File: src/rtl/utf8_byte_stream_decoder_top_macros.svh
`ifndef UTF8_BYTE_STREAM_DECODER_TOP_MACROS_SVH
`define UTF8_BYTE_STREAM_DECODER_TOP_MACROS_SVH

// Same-cycle implication, checked outside reset.
`define U8D_ASSERT_NOW(label, ante, cons, msg) \
  label: assert property (@(posedge clk_i) disable iff (!rst_ni) (ante) |-> (cons)) \
    else $error(msg);

// Next-cycle implication, checked outside reset.
`define U8D_ASSERT_NEXT(label, ante, cons, msg) \
  label: assert property (@(posedge clk_i) disable iff (!rst_ni) (ante) |=> (cons)) \
    else $error(msg);

`endif

File: src/rtl/u8dec_pkg.sv
package u8dec_pkg;

  localparam int unsigned BYTE_W  = 8;
  localparam int unsigned CP_W    = 21;
  localparam int unsigned OWED_W  = 2;
  localparam int unsigned CONT_W  = 6;

  // Lead byte class limits.
  localparam logic [BYTE_W-1:0] LEAD_1B_LIMIT = 8'h80;
  localparam logic [BYTE_W-1:0] LEAD_2B_LIMIT = 8'hE0;
  localparam logic [BYTE_W-1:0] LEAD_3B_LIMIT = 8'hF0;

  // Payload masks.
  localparam logic [BYTE_W-1:0] LEAD_2B_MASK = 8'h1F;
  localparam logic [BYTE_W-1:0] LEAD_3B_MASK = 8'h0F;
  localparam logic [BYTE_W-1:0] LEAD_4B_MASK = 8'h07;
  localparam logic [BYTE_W-1:0] CONT_MASK    = 8'h3F;

  // Continuation bytes still expected.
  localparam logic [OWED_W-1:0] OWED_NONE  = 2'd0;
  localparam logic [OWED_W-1:0] OWED_ONE   = 2'd1;
  localparam logic [OWED_W-1:0] OWED_TWO   = 2'd2;
  localparam logic [OWED_W-1:0] OWED_THREE = 2'd3;

  typedef struct packed {
    logic [BYTE_W-1:0] data_byte;
    logic              end_of_text;
  } byte_item_t;

  typedef struct packed {
    logic [CP_W-1:0] code_point;
    logic            truncated;
    logic            last;
  } char_item_t;

endpackage

File: src/rtl/u8dec_byte_if.sv
interface u8dec_byte_if;
  logic                          valid;
  logic                          ready;
  logic [u8dec_pkg::BYTE_W-1:0]  data_byte;
  logic                          end_of_text;

  modport source (output valid, output data_byte, output end_of_text, input ready);
  modport sink   (input valid, input data_byte, input end_of_text, output ready);
endinterface

File: src/rtl/u8dec_char_if.sv
interface u8dec_char_if;
  logic                        valid;
  logic                        ready;
  logic [u8dec_pkg::CP_W-1:0]  code_point;
  logic                        truncated;
  logic                        last;

  modport source (output valid, output code_point, output truncated, output last,
                  input ready);
  modport sink   (input valid, input code_point, input truncated, input last,
                  output ready);
endinterface

File: src/rtl/utf8_byte_stream_decoder_top.sv
// UTF-8 byte stream decoder.
// byte_i takes one raw byte of text per request, with end_of_text set on the
// final byte of the text. char_o delivers one code point per finished
// sequence, with truncated set when the text ended inside a sequence (the
// missing continuation bytes count as zero) and last set on the final code
// point of the text. Other bytes give no request unless they end the text.
// Path: an accepted byte lands in the input register and is decoded
// from there into the result register, which shows its code point.
// Throughput: one byte per cycle while char_o is not held. Each byte
// costs a shift and OR on the partial value between the input register
// and the result register.
// Reset: both registers empty, partial value and owed count cleared; the
// next byte is a lead byte.
// Stall: while char_o is held, the result register keeps its request and
// the input register holds one more byte; byte_i drops ready only when both
// are full. No byte is lost or repeated.
module utf8_byte_stream_decoder_top (
  input  logic         clk_i,
  input  logic         rst_ni,
  u8dec_byte_if.sink   byte_i,
  u8dec_char_if.source char_o
);
  import u8dec_pkg::*;
  `include "utf8_byte_stream_decoder_top_macros.svh"

  // Input register.
  logic        in_vld_q, in_vld_d;
  byte_item_t  in_q, in_d;

  // Decoder state.
  logic [CP_W-1:0]   part_q, part_d;
  logic [OWED_W-1:0] owed_q, owed_d;

  // Result register.
  logic        out_vld_q, out_vld_d;
  char_item_t  out_q, out_d;

  logic        out_free;
  logic        dec_fire;
  logic        has_res;
  char_item_t  res;
  logic [CP_W-1:0]   part_nx;
  logic [OWED_W-1:0] owed_nx;
  logic [CP_W-1:0]   cont_val;

  // The result register frees when empty or taken this cycle.
  assign out_free     = !out_vld_q || char_o.ready;
  assign dec_fire     = in_vld_q && out_free;
  assign byte_i.ready = !in_vld_q || out_free;

  assign cont_val = {part_q[CP_W-CONT_W-1:0], in_q.data_byte[CONT_W-1:0]};

  // Decode one byte: classify a lead or shift in a continuation.
  always_comb begin
    has_res = 1'b0;
    res     = '0;
    part_nx = part_q;
    owed_nx = owed_q;
    if (owed_q == OWED_NONE) begin
      if (in_q.data_byte < LEAD_1B_LIMIT) begin
        has_res = 1'b1;
        res     = '{code_point: CP_W'(in_q.data_byte), truncated: 1'b0,
                    last: in_q.end_of_text};
      end else if (in_q.data_byte < LEAD_2B_LIMIT) begin
        part_nx = CP_W'(in_q.data_byte & LEAD_2B_MASK);
        owed_nx = OWED_ONE;
      end else if (in_q.data_byte < LEAD_3B_LIMIT) begin
        part_nx = CP_W'(in_q.data_byte & LEAD_3B_MASK);
        owed_nx = OWED_TWO;
      end else begin
        part_nx = CP_W'(in_q.data_byte & LEAD_4B_MASK);
        owed_nx = OWED_THREE;
      end
    end else begin
      owed_nx = owed_q - OWED_ONE;
      part_nx = cont_val;
      if (owed_nx == OWED_NONE) begin
        has_res = 1'b1;
        res     = '{code_point: cont_val, truncated: 1'b0, last: in_q.end_of_text};
        part_nx = '0;
      end
    end
    // Text ends inside a sequence: zero-fill the missing bytes and close.
    if (!has_res && in_q.end_of_text) begin
      has_res = 1'b1;
      res.truncated = 1'b1;
      res.last      = 1'b1;
      case (owed_nx)
        OWED_ONE:   res.code_point = part_nx << CONT_W;
        OWED_TWO:   res.code_point = part_nx << (2 * CONT_W);
        OWED_THREE: res.code_point = part_nx << (3 * CONT_W);
        default:    res.code_point = part_nx;
      endcase
      part_nx = '0;
      owed_nx = OWED_NONE;
    end
  end

  always_comb begin
    in_vld_d  = in_vld_q;
    in_d      = in_q;
    part_d    = part_q;
    owed_d    = owed_q;
    out_vld_d = out_vld_q;
    out_d     = out_q;
    if (dec_fire) begin
      in_vld_d  = 1'b0;
      part_d    = part_nx;
      owed_d    = owed_nx;
      out_vld_d = has_res;
      if (has_res) begin
        out_d = res;
      end
    end else if (char_o.ready) begin
      out_vld_d = 1'b0;
    end
    if (byte_i.valid && byte_i.ready) begin
      in_vld_d = 1'b1;
      in_d     = '{data_byte: byte_i.data_byte, end_of_text: byte_i.end_of_text};
    end
  end

  always_ff @(posedge clk_i or negedge rst_ni) begin
    if (!rst_ni) begin
      in_vld_q  <= 1'b0;
      out_vld_q <= 1'b0;
      part_q    <= '0;
      owed_q    <= OWED_NONE;
    end else begin
      in_vld_q  <= in_vld_d;
      out_vld_q <= out_vld_d;
      part_q    <= part_d;
      owed_q    <= owed_d;
    end
  end

  always_ff @(posedge clk_i) begin
    in_q  <= in_d;
    out_q <= out_d;
  end

  assign char_o.valid      = out_vld_q;
  assign char_o.code_point = out_q.code_point;
  assign char_o.truncated  = out_q.truncated;
  assign char_o.last       = out_q.last;

  `U8D_ASSERT_NOW(a_trunc_is_last, out_vld_q && out_q.truncated, out_q.last,
                  "truncated result without last")
  `U8D_ASSERT_NEXT(a_eot_closes, dec_fire && in_q.end_of_text,
                   owed_q == OWED_NONE && part_q == '0 && out_vld_q && out_q.last,
                   "end of text left a sequence open")
  `U8D_ASSERT_NEXT(a_hold_byte, in_vld_q && !out_free, in_vld_q && $stable(in_q),
                   "stalled input byte lost")
  `U8D_ASSERT_NEXT(a_ascii_pass,
                   dec_fire && owed_q == OWED_NONE && !in_q.data_byte[BYTE_W-1],
                   out_vld_q && out_q.code_point == CP_W'($past(in_q.data_byte)),
                   "ASCII byte not passed through")
endmodule
File: src/flat_wrapper.sv
// flat-port wrapper written by rule: the top's interface ports become plain ports
module utf8_byte_stream_decoder_top_flat import u8dec_pkg::*;
  (clk_i, rst_ni, byte_i_valid, byte_i_data_byte, byte_i_end_of_text, byte_i_ready, char_o_valid, char_o_code_point, char_o_truncated, char_o_last, char_o_ready);
  u8dec_byte_if byte_i_i ();
  u8dec_char_if char_o_i ();
  input  logic clk_i;
  input  logic rst_ni;
  input wire logic [$bits(byte_i_i.valid)-1:0] byte_i_valid;
  input wire logic [$bits(byte_i_i.data_byte)-1:0] byte_i_data_byte;
  input wire logic [$bits(byte_i_i.end_of_text)-1:0] byte_i_end_of_text;
  output wire logic [$bits(byte_i_i.ready)-1:0] byte_i_ready;
  output wire logic [$bits(char_o_i.valid)-1:0] char_o_valid;
  output wire logic [$bits(char_o_i.code_point)-1:0] char_o_code_point;
  output wire logic [$bits(char_o_i.truncated)-1:0] char_o_truncated;
  output wire logic [$bits(char_o_i.last)-1:0] char_o_last;
  input wire logic [$bits(char_o_i.ready)-1:0] char_o_ready;
  assign byte_i_i.valid = byte_i_valid;
  assign byte_i_i.data_byte = byte_i_data_byte;
  assign byte_i_i.end_of_text = byte_i_end_of_text;
  assign byte_i_ready = byte_i_i.ready;
  assign char_o_valid = char_o_i.valid;
  assign char_o_code_point = char_o_i.code_point;
  assign char_o_truncated = char_o_i.truncated;
  assign char_o_last = char_o_i.last;
  assign char_o_i.ready = char_o_ready;
  utf8_byte_stream_decoder_top u_core (.clk_i(clk_i), .rst_ni(rst_ni), .byte_i(byte_i_i), .char_o(char_o_i));
endmodule
File: config.mk
export PLATFORM = sky130hd
export DESIGN_NAME = utf8_byte_stream_decoder_top_flat
export DESIGN_NICKNAME = d
export VERILOG_FILES = /design/src/rtl/u8dec_pkg.sv /design/src/rtl/u8dec_byte_if.sv /design/src/rtl/u8dec_char_if.sv /design/src/rtl/utf8_byte_stream_decoder_top.sv /design/src/flat_wrapper.sv
export VERILOG_INCLUDE_DIRS = /design/src /design/src/rtl
export SDC_FILE = /design/constraint.sdc
export NUM_CORES = 1
export LEC_CHECK = 0
export BUFFER_PORTS_ARGS = -buffer_cell sky130_fd_sc_hd__buf_2
export CAP_MARGIN = 5
export CORE_MARGIN = 5
export CORE_UTILIZATION = 34
export CTS_CLUSTER_SIZE = 14
export DETAILED_ROUTE_END_ITERATION = 10
export SYNTH_ARGS = -nofsm -noshare
export SYNTH_HDL_FRONTEND = slang
export SYNTH_SLANG_ARGS = --single-unit
File: constraint.sdc
create_clock -name clk_i -period 2.66 [get_ports clk_i]
set_clock_uncertainty 0.15 [all_clocks]
set_input_delay 0.266 -clock clk_i [delete_from_list [all_inputs] [get_ports clk_i]]
set_output_delay 0.266 -clock clk_i [all_outputs]
set_load 0.01 [all_outputs]
# After elaboration in Yosys (flattened, before gate mapping)
# Cells that the tools add are included.
# word_totals
ff_bits	57
latch_bits	0
ram_bits	0
rom_bits	0
output_inout_bits	25
word_cells	53
n_memories	0
# classes
add_sub_neg	1
multipliers	0
div_mod_pow	0
magnitude_cmp	3
eq_ne	3
shift	0
mux	24
bitwise	0
n_reduce_logical	13
# op_table
op	n
2-to-1 mux 21 bit	5
2-to-1 mux 23 bit	3
one-hot mux 21 bit (3 select lines)	1
less-than comparator 8 bit, second input constant	3
2-to-1 mux 10 bit	1
2-to-1 mux 1 bit	9
2-to-1 mux 2 bit	4
== test 2 bit, second input constant	2
logical NOT 2 bit	2
2-to-1 mux 4 bit	1
nonzero test 2 bit	2
logical AND 1 bit	3
logical NOT 1 bit	3
== test 2 x 1 -> 1 bit, second input constant	1
logical OR 1 bit	2
AND reduction 2 bit	1
subtractor 2 x 1 -> 2 bit, second input constant	1

# Depth between registers and ports, before layout
# Gate-level depths: netlist of run 1.
# logic_depth
depth_word	8
depth_mapped	5
mapped_depth_nobuf	4

# Worst setup path before layout of run 1
# No wires, ideal clock.
# synth_timing
path_kind	reg2reg
start	reg u_core.owed_q[1]
end	reg u_core.out_q (netlist bit u_core.char_o.code_point[0]), enable pin
arrival_ps	1985
path_slack_ps	123
path_stages_with_launch	6
path_buffers	2
synth_period_minus_slack_ps	2537
path_cell_list	dfrtp_1 -> buf_2 -> buf_2 -> nor2_1 -> nor2_1 -> nor2_1
# synth_via
elab_chain_cells	8
elab_cells_between_ends	9
cone_classes	add/sub: 1; mux: 3; reduce/logical: 5
# synth_rtl
element	line	rtl
start, declared	utf8_byte_stream_decoder_top.sv:32	logic [OWED_W-1:0] owed_q, owed_d;
start signal, assigned	utf8_byte_stream_decoder_top.sv:133	owed_q <= owed_d;
subtractor 2 x 1 -> 2 bit	utf8_byte_stream_decoder_top.sv:75	owed_nx = owed_q - OWED_ONE;
logical NOT 2 bit	utf8_byte_stream_decoder_top.sv:77	if (owed_nx == OWED_NONE) begin
2-to-1 mux 1 bit	utf8_byte_stream_decoder_top.sv:77	
2-to-1 mux 1 bit (*)	utf8_byte_stream_decoder_top.sv:59	if (owed_q == OWED_NONE) begin
logical NOT 1 bit	utf8_byte_stream_decoder_top.sv:84	if (!has_res && in_q.end_of_text) begin
logical AND 1 bit	utf8_byte_stream_decoder_top.sv:84	
2-to-1 mux 1 bit (*)	utf8_byte_stream_decoder_top.sv:84	
AND reduction 2 bit (no source line) (*)	-	
end signal, assigned	utf8_byte_stream_decoder_top.sv:139	out_q <= out_d;
end, declared	utf8_byte_stream_decoder_top.sv:36	char_item_t out_q, out_d;
# Mark *: on every way between the ends. The rest lies on a longest branch, timed or not.
# A chain may end at the register's enable or synchronous reset.

# Worst setup path in the final report of run 1
# layout_timing
start	reg u_core.owed_q[1]
end	reg u_core.out_q (netlist bit u_core.char_o.code_point[13]), enable pin
# The elaborated chain is that of the path after synthesis.

==> impl_metrics.py, run 1 <==
metrics = {
    "grt": {
        "grt.total_usage_pct": 12.5,
        "grt.overflow.total": 0,
        "grt_max_degree": 24,
        "grt_pass1_vias": 1609,
        "antenna_found_initial": 0,
        "grt_first_pass_wirelength_mm": 8.36,
    },
    "yosys": {
        "synth_most_common_cell": "edfxtp_1",
        "async_flop_share_pct": 37.3,
        "synth.distinct_cells": 38,
        "synth_edf_count": 32,
        "synth_top_area_share_pct": 42.9,
        "synth_ff_type": "edfxtp_1",
        "synth.area.top_cells": "edfxtp_1, dfrtp_1, a22o_1",
        "ys_seq_area_share_pct": 64.2,
        "ys_ff_latch": 51,
        "synthTopCellsByCount": "edfxtp_1, dfrtp_1, nand2_1, o21ai_0, a22o_1",
        "avgSynthCellArea_um2": 12.4,
        "ys_warn_count": 0,
        "synth_area_um2": 2240,
        "syn_inst": 180,
        "synth_fp_nets": 193,
        "synth_area_leader_cell": "edfxtp_1",
    },
    "route": {
        "drtAntennaViolNets": 0,
        "first_pass_iters": 4,
        "routed_via_density": 5.23,
        "wl_per_cell_um": 16.5,
        "drc": 0,
        "drtIter0Drc": 227,
        "num_vias": 1600,
        "postRouteWirelength_mm": 5.06,
    },
    "cells_and_area": {
        "fin_area_um2": 2680,
        "nets": 241,
        "diodes": 0,
        "fillers": 614,
        "drive_gt1_share_pct": 22.7,
        "syn_to_final_growth_pct": 19.8,
    },
    "pwr": {
        "comb_power_share_pct": 19.8,
        "power.internal_mw": 1.31,
        "switching_share_pct": 29.5,
        "power_density_nw_per_um2": 692,
        "clkPwrFrac_pct": 24.0,
        "p_leak_nw": 1.07,
        "ir_drop_mv": 0.336,
        "power.switching_uw": 547,
        "seqPwrFrac_pct": 56.2,
    },
    "clocking": {
        "clk_pin_slew_ps": 80,
        "cts_tree": "done",
        "numCtsBuffers": 5,
        "clk_latency_ps": 300,
        "cts_num_sinks": 51,
        "clock-root-buffer": "clkbuf_8",
        "cts_buffer_depth": 2,
        "hold_buffers": 10,
        "post_cts_buffers": 0,
        "htree_levels": 2,
        "post_cts_resized": 0,
    },
    "floorplanning": {
        "io_pins": 38,
        "row_count": 29,
        "die_y_um": 91.1,
        "start_util_pct": 35.1,
        "fp.coreArea_um2": 6390,
        "die_x_um": 91.1,
        "dieArea_um2": 8310,
    },
    "timing": {
        "final_hold_viol_count": 0,
        "relSlewSlack_pct": 51.1,
        "setup_tns_ps": 0,
        "rsz0062_at_grt": "no",
        "setup_viol": 0,
        "drv_slew": 0,
        "fin_crit_sh_pct": 76.2,
        "tightest_slew_ps": 729,
        "max_freq_ghz": 0.493,
        "period_needed_ps": 2030,
    },
    "worst_hold_path": {
        "hold_end": "u_core.in_vld_q",
        "min_delay_path_depth": 2,
        "hold_class": "in -> reg",
        "holdCritStartpoint": "byte_i_valid",
    },
    "placement": {
        "gp_congestion": 0.959,
        "hpwlAfterDp_mm": 3.65,
        "io_buffers": 37,
        "placed_area_um2": 2490,
    },
    "critical_path": {
        "rrSetupSlack_ps": 630,
        "worst_setup_path_end_kind": "flop",
        "arrival_ps": 1860,
        "crit_type": "reg -> reg",
        "critPathRequiredTime_ps": 2500,
        "worstPathMaxFanout": 23,
        "r2r_end": "u_core.char_o.code_point[13]",
        "r2r_cells": 5,
        "worstReg2RegStart": "u_core.owed_q[1]",
        "worstSetupStartpointType": "flop",
    },
    "run_status": {
        "outcome": "complete, no violations",
    },
    "flow_run": {
        "maxCapViolCount": 0,
    },
}
==> critical path: stages, from the launching register on <==
cell	delay (ps)
dfrtp_1	510
buf_4	230
nor2_1	290
nor2_1	130
nor2_2	90
buf_4	300
==> logic make-up (layout without fill, tap and decap cells) <==
family                 Yosys count  in the layout  synth area share [%]
multiplexers                     2              2                 0.894
flip-flops                      51             51                  64.2
AND/OR/NAND/NOR                 52             52                  12.9
buffers and inverters           15             64                  3.69
AO/OA/AOI/OAI                   60             60                  18.4
==> per-layer routing <==
layer | share of wire, % | vias up | GRT usage (%)
li1 | - | 778 | -
met1 | 47 | 755 | 17.7
met2 | 45 | 58 | 18.6
met3 | 6.1 | 9 | 2.64
met4 | 2.1 | 0 | 5.26
met5 | 0 | - | 0
==> final cells by class <==
class                           instances  area (um2)  area share (%)
Clock buffer                            7        86.3            3.22
Clock inverter                          1        3.75           0.140
Inverter                                4        15.0           0.560
Multi-Input combinational cell        114         722            26.9
Sequential cell                        51        1440            53.5
Tap cell                               77        96.3            3.59
Timing Repair Buffer                   52         323            12.0
==> placed cells by master (no fill, tap or decap), types with 7 or more instances in the layout <==
cell type      instances
buf_2                 37
edfxtp_1              32
dfrtp_1               19
o21ai_0               17
nand2_1               17
a22o_1                11
dlygate4sd3_1         10
and2_1                 9
a21oi_1                7
==> state kept, by name (all words and copies together), names as in the netlist <==
signal	cells
u_core.char_o.code_point	21
u_core.char_o.valid	1
u_core.in_q	3
u_core.owed_q	2
u_core.cont_val	6
u_core.char_o.last	1
u_core.part_q	15
u_core.in_vld_q	1
u_core.char_o.truncated	1
==> power groups by stage <==
stage          registers (mW)  logic, mW  clock network, mW
2_1_floorplan            1.05      0.219                  0
3_3_place_gp             1.06      0.353                  0
3_5_place_dp             1.06      0.358                  0
4_1_cts                  1.04      0.370              0.458
5_1_grt                  1.06      0.404              0.489
6_report                 1.04      0.367              0.446
==> per-stage QoR <==
stage / hold slack (ps) / util [%] / setup slack, ps / instances / power (mW)
floorplan: -180 / - / 123 / 180 / 1.27
global placement: 87.7 / 39.0 / 622 / 288 / 1.41
detailed placement: 83.5 / 39.0 / 615 / 288 / 1.42
CTS: 12.3 / 42.0 / 605 / 306 / 1.87
global route: 19.8 / 42.0 / 433 / 306 / 1.95
finish: 13.5 / 42.0 / 633 / 306 / 1.86
==> how the worst max path moves through the flow <==
stage	start	to	slack, ps	cells past startpoint
after floorplan	u_core.owed_q[1]	u_core.char_o.code_point[0]	120	5
after global placement	u_core.owed_q[1]	u_core.char_o.code_point[11]	620	5
after detailed placement	u_core.in_q[8]	u_core.char_o.code_point[11]	620	5
after CTS	u_core.in_q[8]	u_core.char_o.code_point[13]	600	5
after global routing	u_core.owed_q[1]	u_core.char_o.code_point[10]	430	5
final	u_core.owed_q[1]	u_core.char_o.code_point[13]	630	5
Power figures use the tool's default switching activity.
==> inputs of run 2 (changes only) <==
==> constraint.sdc (replaced) <==
create_clock -name clk_i -period 2 [get_ports clk_i]
set_clock_uncertainty 0.15 [all_clocks]
set_input_delay 0.2 -clock clk_i [delete_from_list [all_inputs] [get_ports clk_i]]
set_output_delay 0.2 -clock clk_i [all_outputs]
set_load 0.01 [all_outputs]
==> impl_metrics.py, run 2 (synthesis gave the netlist of run 1 again) <==
metrics = {
    "run_status": {
        "outcome": "complete, no violations",
    },
    "cells_and_area": {
        "drive_gt1_share_pct": 27.8,
        "largest_reg_flops": 21,
        "layout_commonest_cell": "buf_2",
        "fin_area_um2": 2820,
        "fin_util_pct": 44.2,
        "final_cells": 318,
        "final_cell_mix": "buf_2, edfxtp_1, dfrtp_1, o21ai_0, nand2_1",
        "diodes": 0,
        "nets": 253,
        "syn_to_final_growth_pct": 26.2,
    },
    "critical_path": {
        "crit_type": "reg -> reg",
        "arrival_ps": 1890,
        "worstPathMaxFanout": 10,
        "crit_top_cell": "o21ai_0",
        "critPathMaxStageDelay_ps": 530,
        "worst_setup_path_end_kind": "flop",
        "slowest_stage": "edfxtp_1",
        "crit_chain": "nor2b_4 > o21ai_0 > nand3_1 > o21ai_0",
        "critPathRequiredTime_ps": 2040,
        "worstSetupStartpointType": "flop",
    },
    "clocking": {
        "cts_tree": "done",
        "cts_buffer_depth": 2,
        "clk_pin_slew_ps": 90,
        "numCtsBuffers": 5,
        "cts_num_sinks": 51,
        "htree_levels": 2,
        "clock-root-buffer": "clkbuf_8",
        "post_cts_buffers": 0,
        "clk_latency_ps": 300,
    },
    "timing": {
        "fin_crit_sh_pct": 92.6,
        "tightest_slew_ps": 433,
        "relSlewSlack_pct": 71.2,
        "final_hold_viol_count": 0,
        "setup_tns_ps": 0,
        "setup_viol": 0,
        "period_needed_ps": 1850,
        "rsz0062_at_grt": "no",
        "drv_slew": 0,
        "max_freq_ghz": 0.540,
    },
    "floorplanning": {
        "die_y_um": 91.1,
        "fp.coreArea_um2": 6390,
        "die_x_um": 91.1,
        "dieArea_um2": 8310,
        "start_util_pct": 35.1,
        "row_count": 29,
        "io_pins": 38,
    },
    "route": {
        "drc": 0,
        "wl_per_cell_um": 15.8,
        "routed_via_density": 5.34,
        "num_vias": 1699,
        "drtIter0Drc": 206,
        "drtAntennaViolNets": 0,
        "postRouteWirelength_mm": 5.03,
        "first_pass_iters": 4,
    },
    "worst_hold_path": {
        "hold_class": "in -> reg",
    },
    "grt": {
        "grt_first_pass_wirelength_mm": 8.01,
        "grt.overflow.total": 0,
        "grt_pass1_vias": 1537,
        "grt_max_degree": 20,
        "antenna_found_initial": 0,
        "grt.total_usage_pct": 11.9,
    },
    "pwr": {
        "p_leak_nw": 1.15,
        "clkPwrFrac_pct": 27.5,
        "switching_share_pct": 28.0,
        "power_density_nw_per_um2": 936,
        "power.internal_mw": 1.90,
        "p_total_mw": 2.64,
        "seqPwrFrac_pct": 52.2,
        "power.switching_uw": 739,
        "comb_power_share_pct": 20.3,
        "ir_drop_mv": 0.430,
    },
    "placement": {
        "hpwlAfterDp_mm": 3.66,
        "gp_congestion": 0.940,
        "placed_area_um2": 2590,
        "dp_cells": 299,
        "io_buffers": 37,
    },
    "flow_run": {
        "maxCapViolCount": 0,
    },
}
## run 2: layout make-up
type / count / area (um2)
clock buffers: 6 / 82.6
clock inverters: 2 / 35.0
fillers: 590 / 3560
inverters: 4 / 15.0
multi-input cells: 114 / 729
flip-flops and latches: 51 / 1440
well taps: 77 / 96.3
repair buffers: 64 / 428
## run 2: worst paths after layout
path | start | depth (start not counted) | slack (ps) | to
min in group asynchronous | rst_ni | 2 | 220 | u_core.part_q[3]
max reg2reg | u_core.in_q[8] | 4 | 150 | u_core.part_q[0]
max in group asynchronous | rst_ni | 2 | 1160 | u_core.owed_q[0]
min reg2reg | u_core.part_q[14] | 1 | 360 | u_core.part_q[14]
min | char_o_ready | 3 | 60 | u_core.in_vld_q
max | u_core.in_q[8] | 4 | 150 | u_core.part_q[0]
## run 2: routing by layer
layer | vias up | track usage [%] | part of all wire (%)
met4 | 0 | 5.26 | 2.1
met1 | 822 | 16.8 | 46
met5 | - | 0 | 0
met3 | 7 | 2.15 | 6.9
met2 | 72 | 18.0 | 45
li1 | 798 | - | -
## run 2: power groups by stage
stage | Clock, mW | Sequential [mW] | Combinational, mW
floorplan | 0 | 1.40 | 0.296
global placement | 0 | 1.40 | 0.517
detailed placement | 0 | 1.40 | 0.517
CTS | 0.747 | 1.38 | 0.535
global route | 0.787 | 1.40 | 0.587
finish | 0.726 | 1.38 | 0.536
## run 2: critical path: cells and delay by family (launching register included)
family / cells / cell delay, ps
AND/OR/NAND/NOR: 2 / 470
flip-flops: 1 / 530
AO/OA/AOI/OAI: 2 / 590
## run 2: what timing repair did
item | CTS | global route
gates resized for setup | 0 | 2
hold endpoints to repair | 29 | 0
endpoints found under the setup margin | 0 | 24
hold buffers | 11 | 0
## run 2: stage by stage
stage	hold WS, ps	setup WS, ps
final	55.8	147
after global routing	74.1	21.2
after CTS	52.0	58.5
after detailed placement	19.4	71.8
after global placement	18.1	87.6
after floorplan	-246	67.7
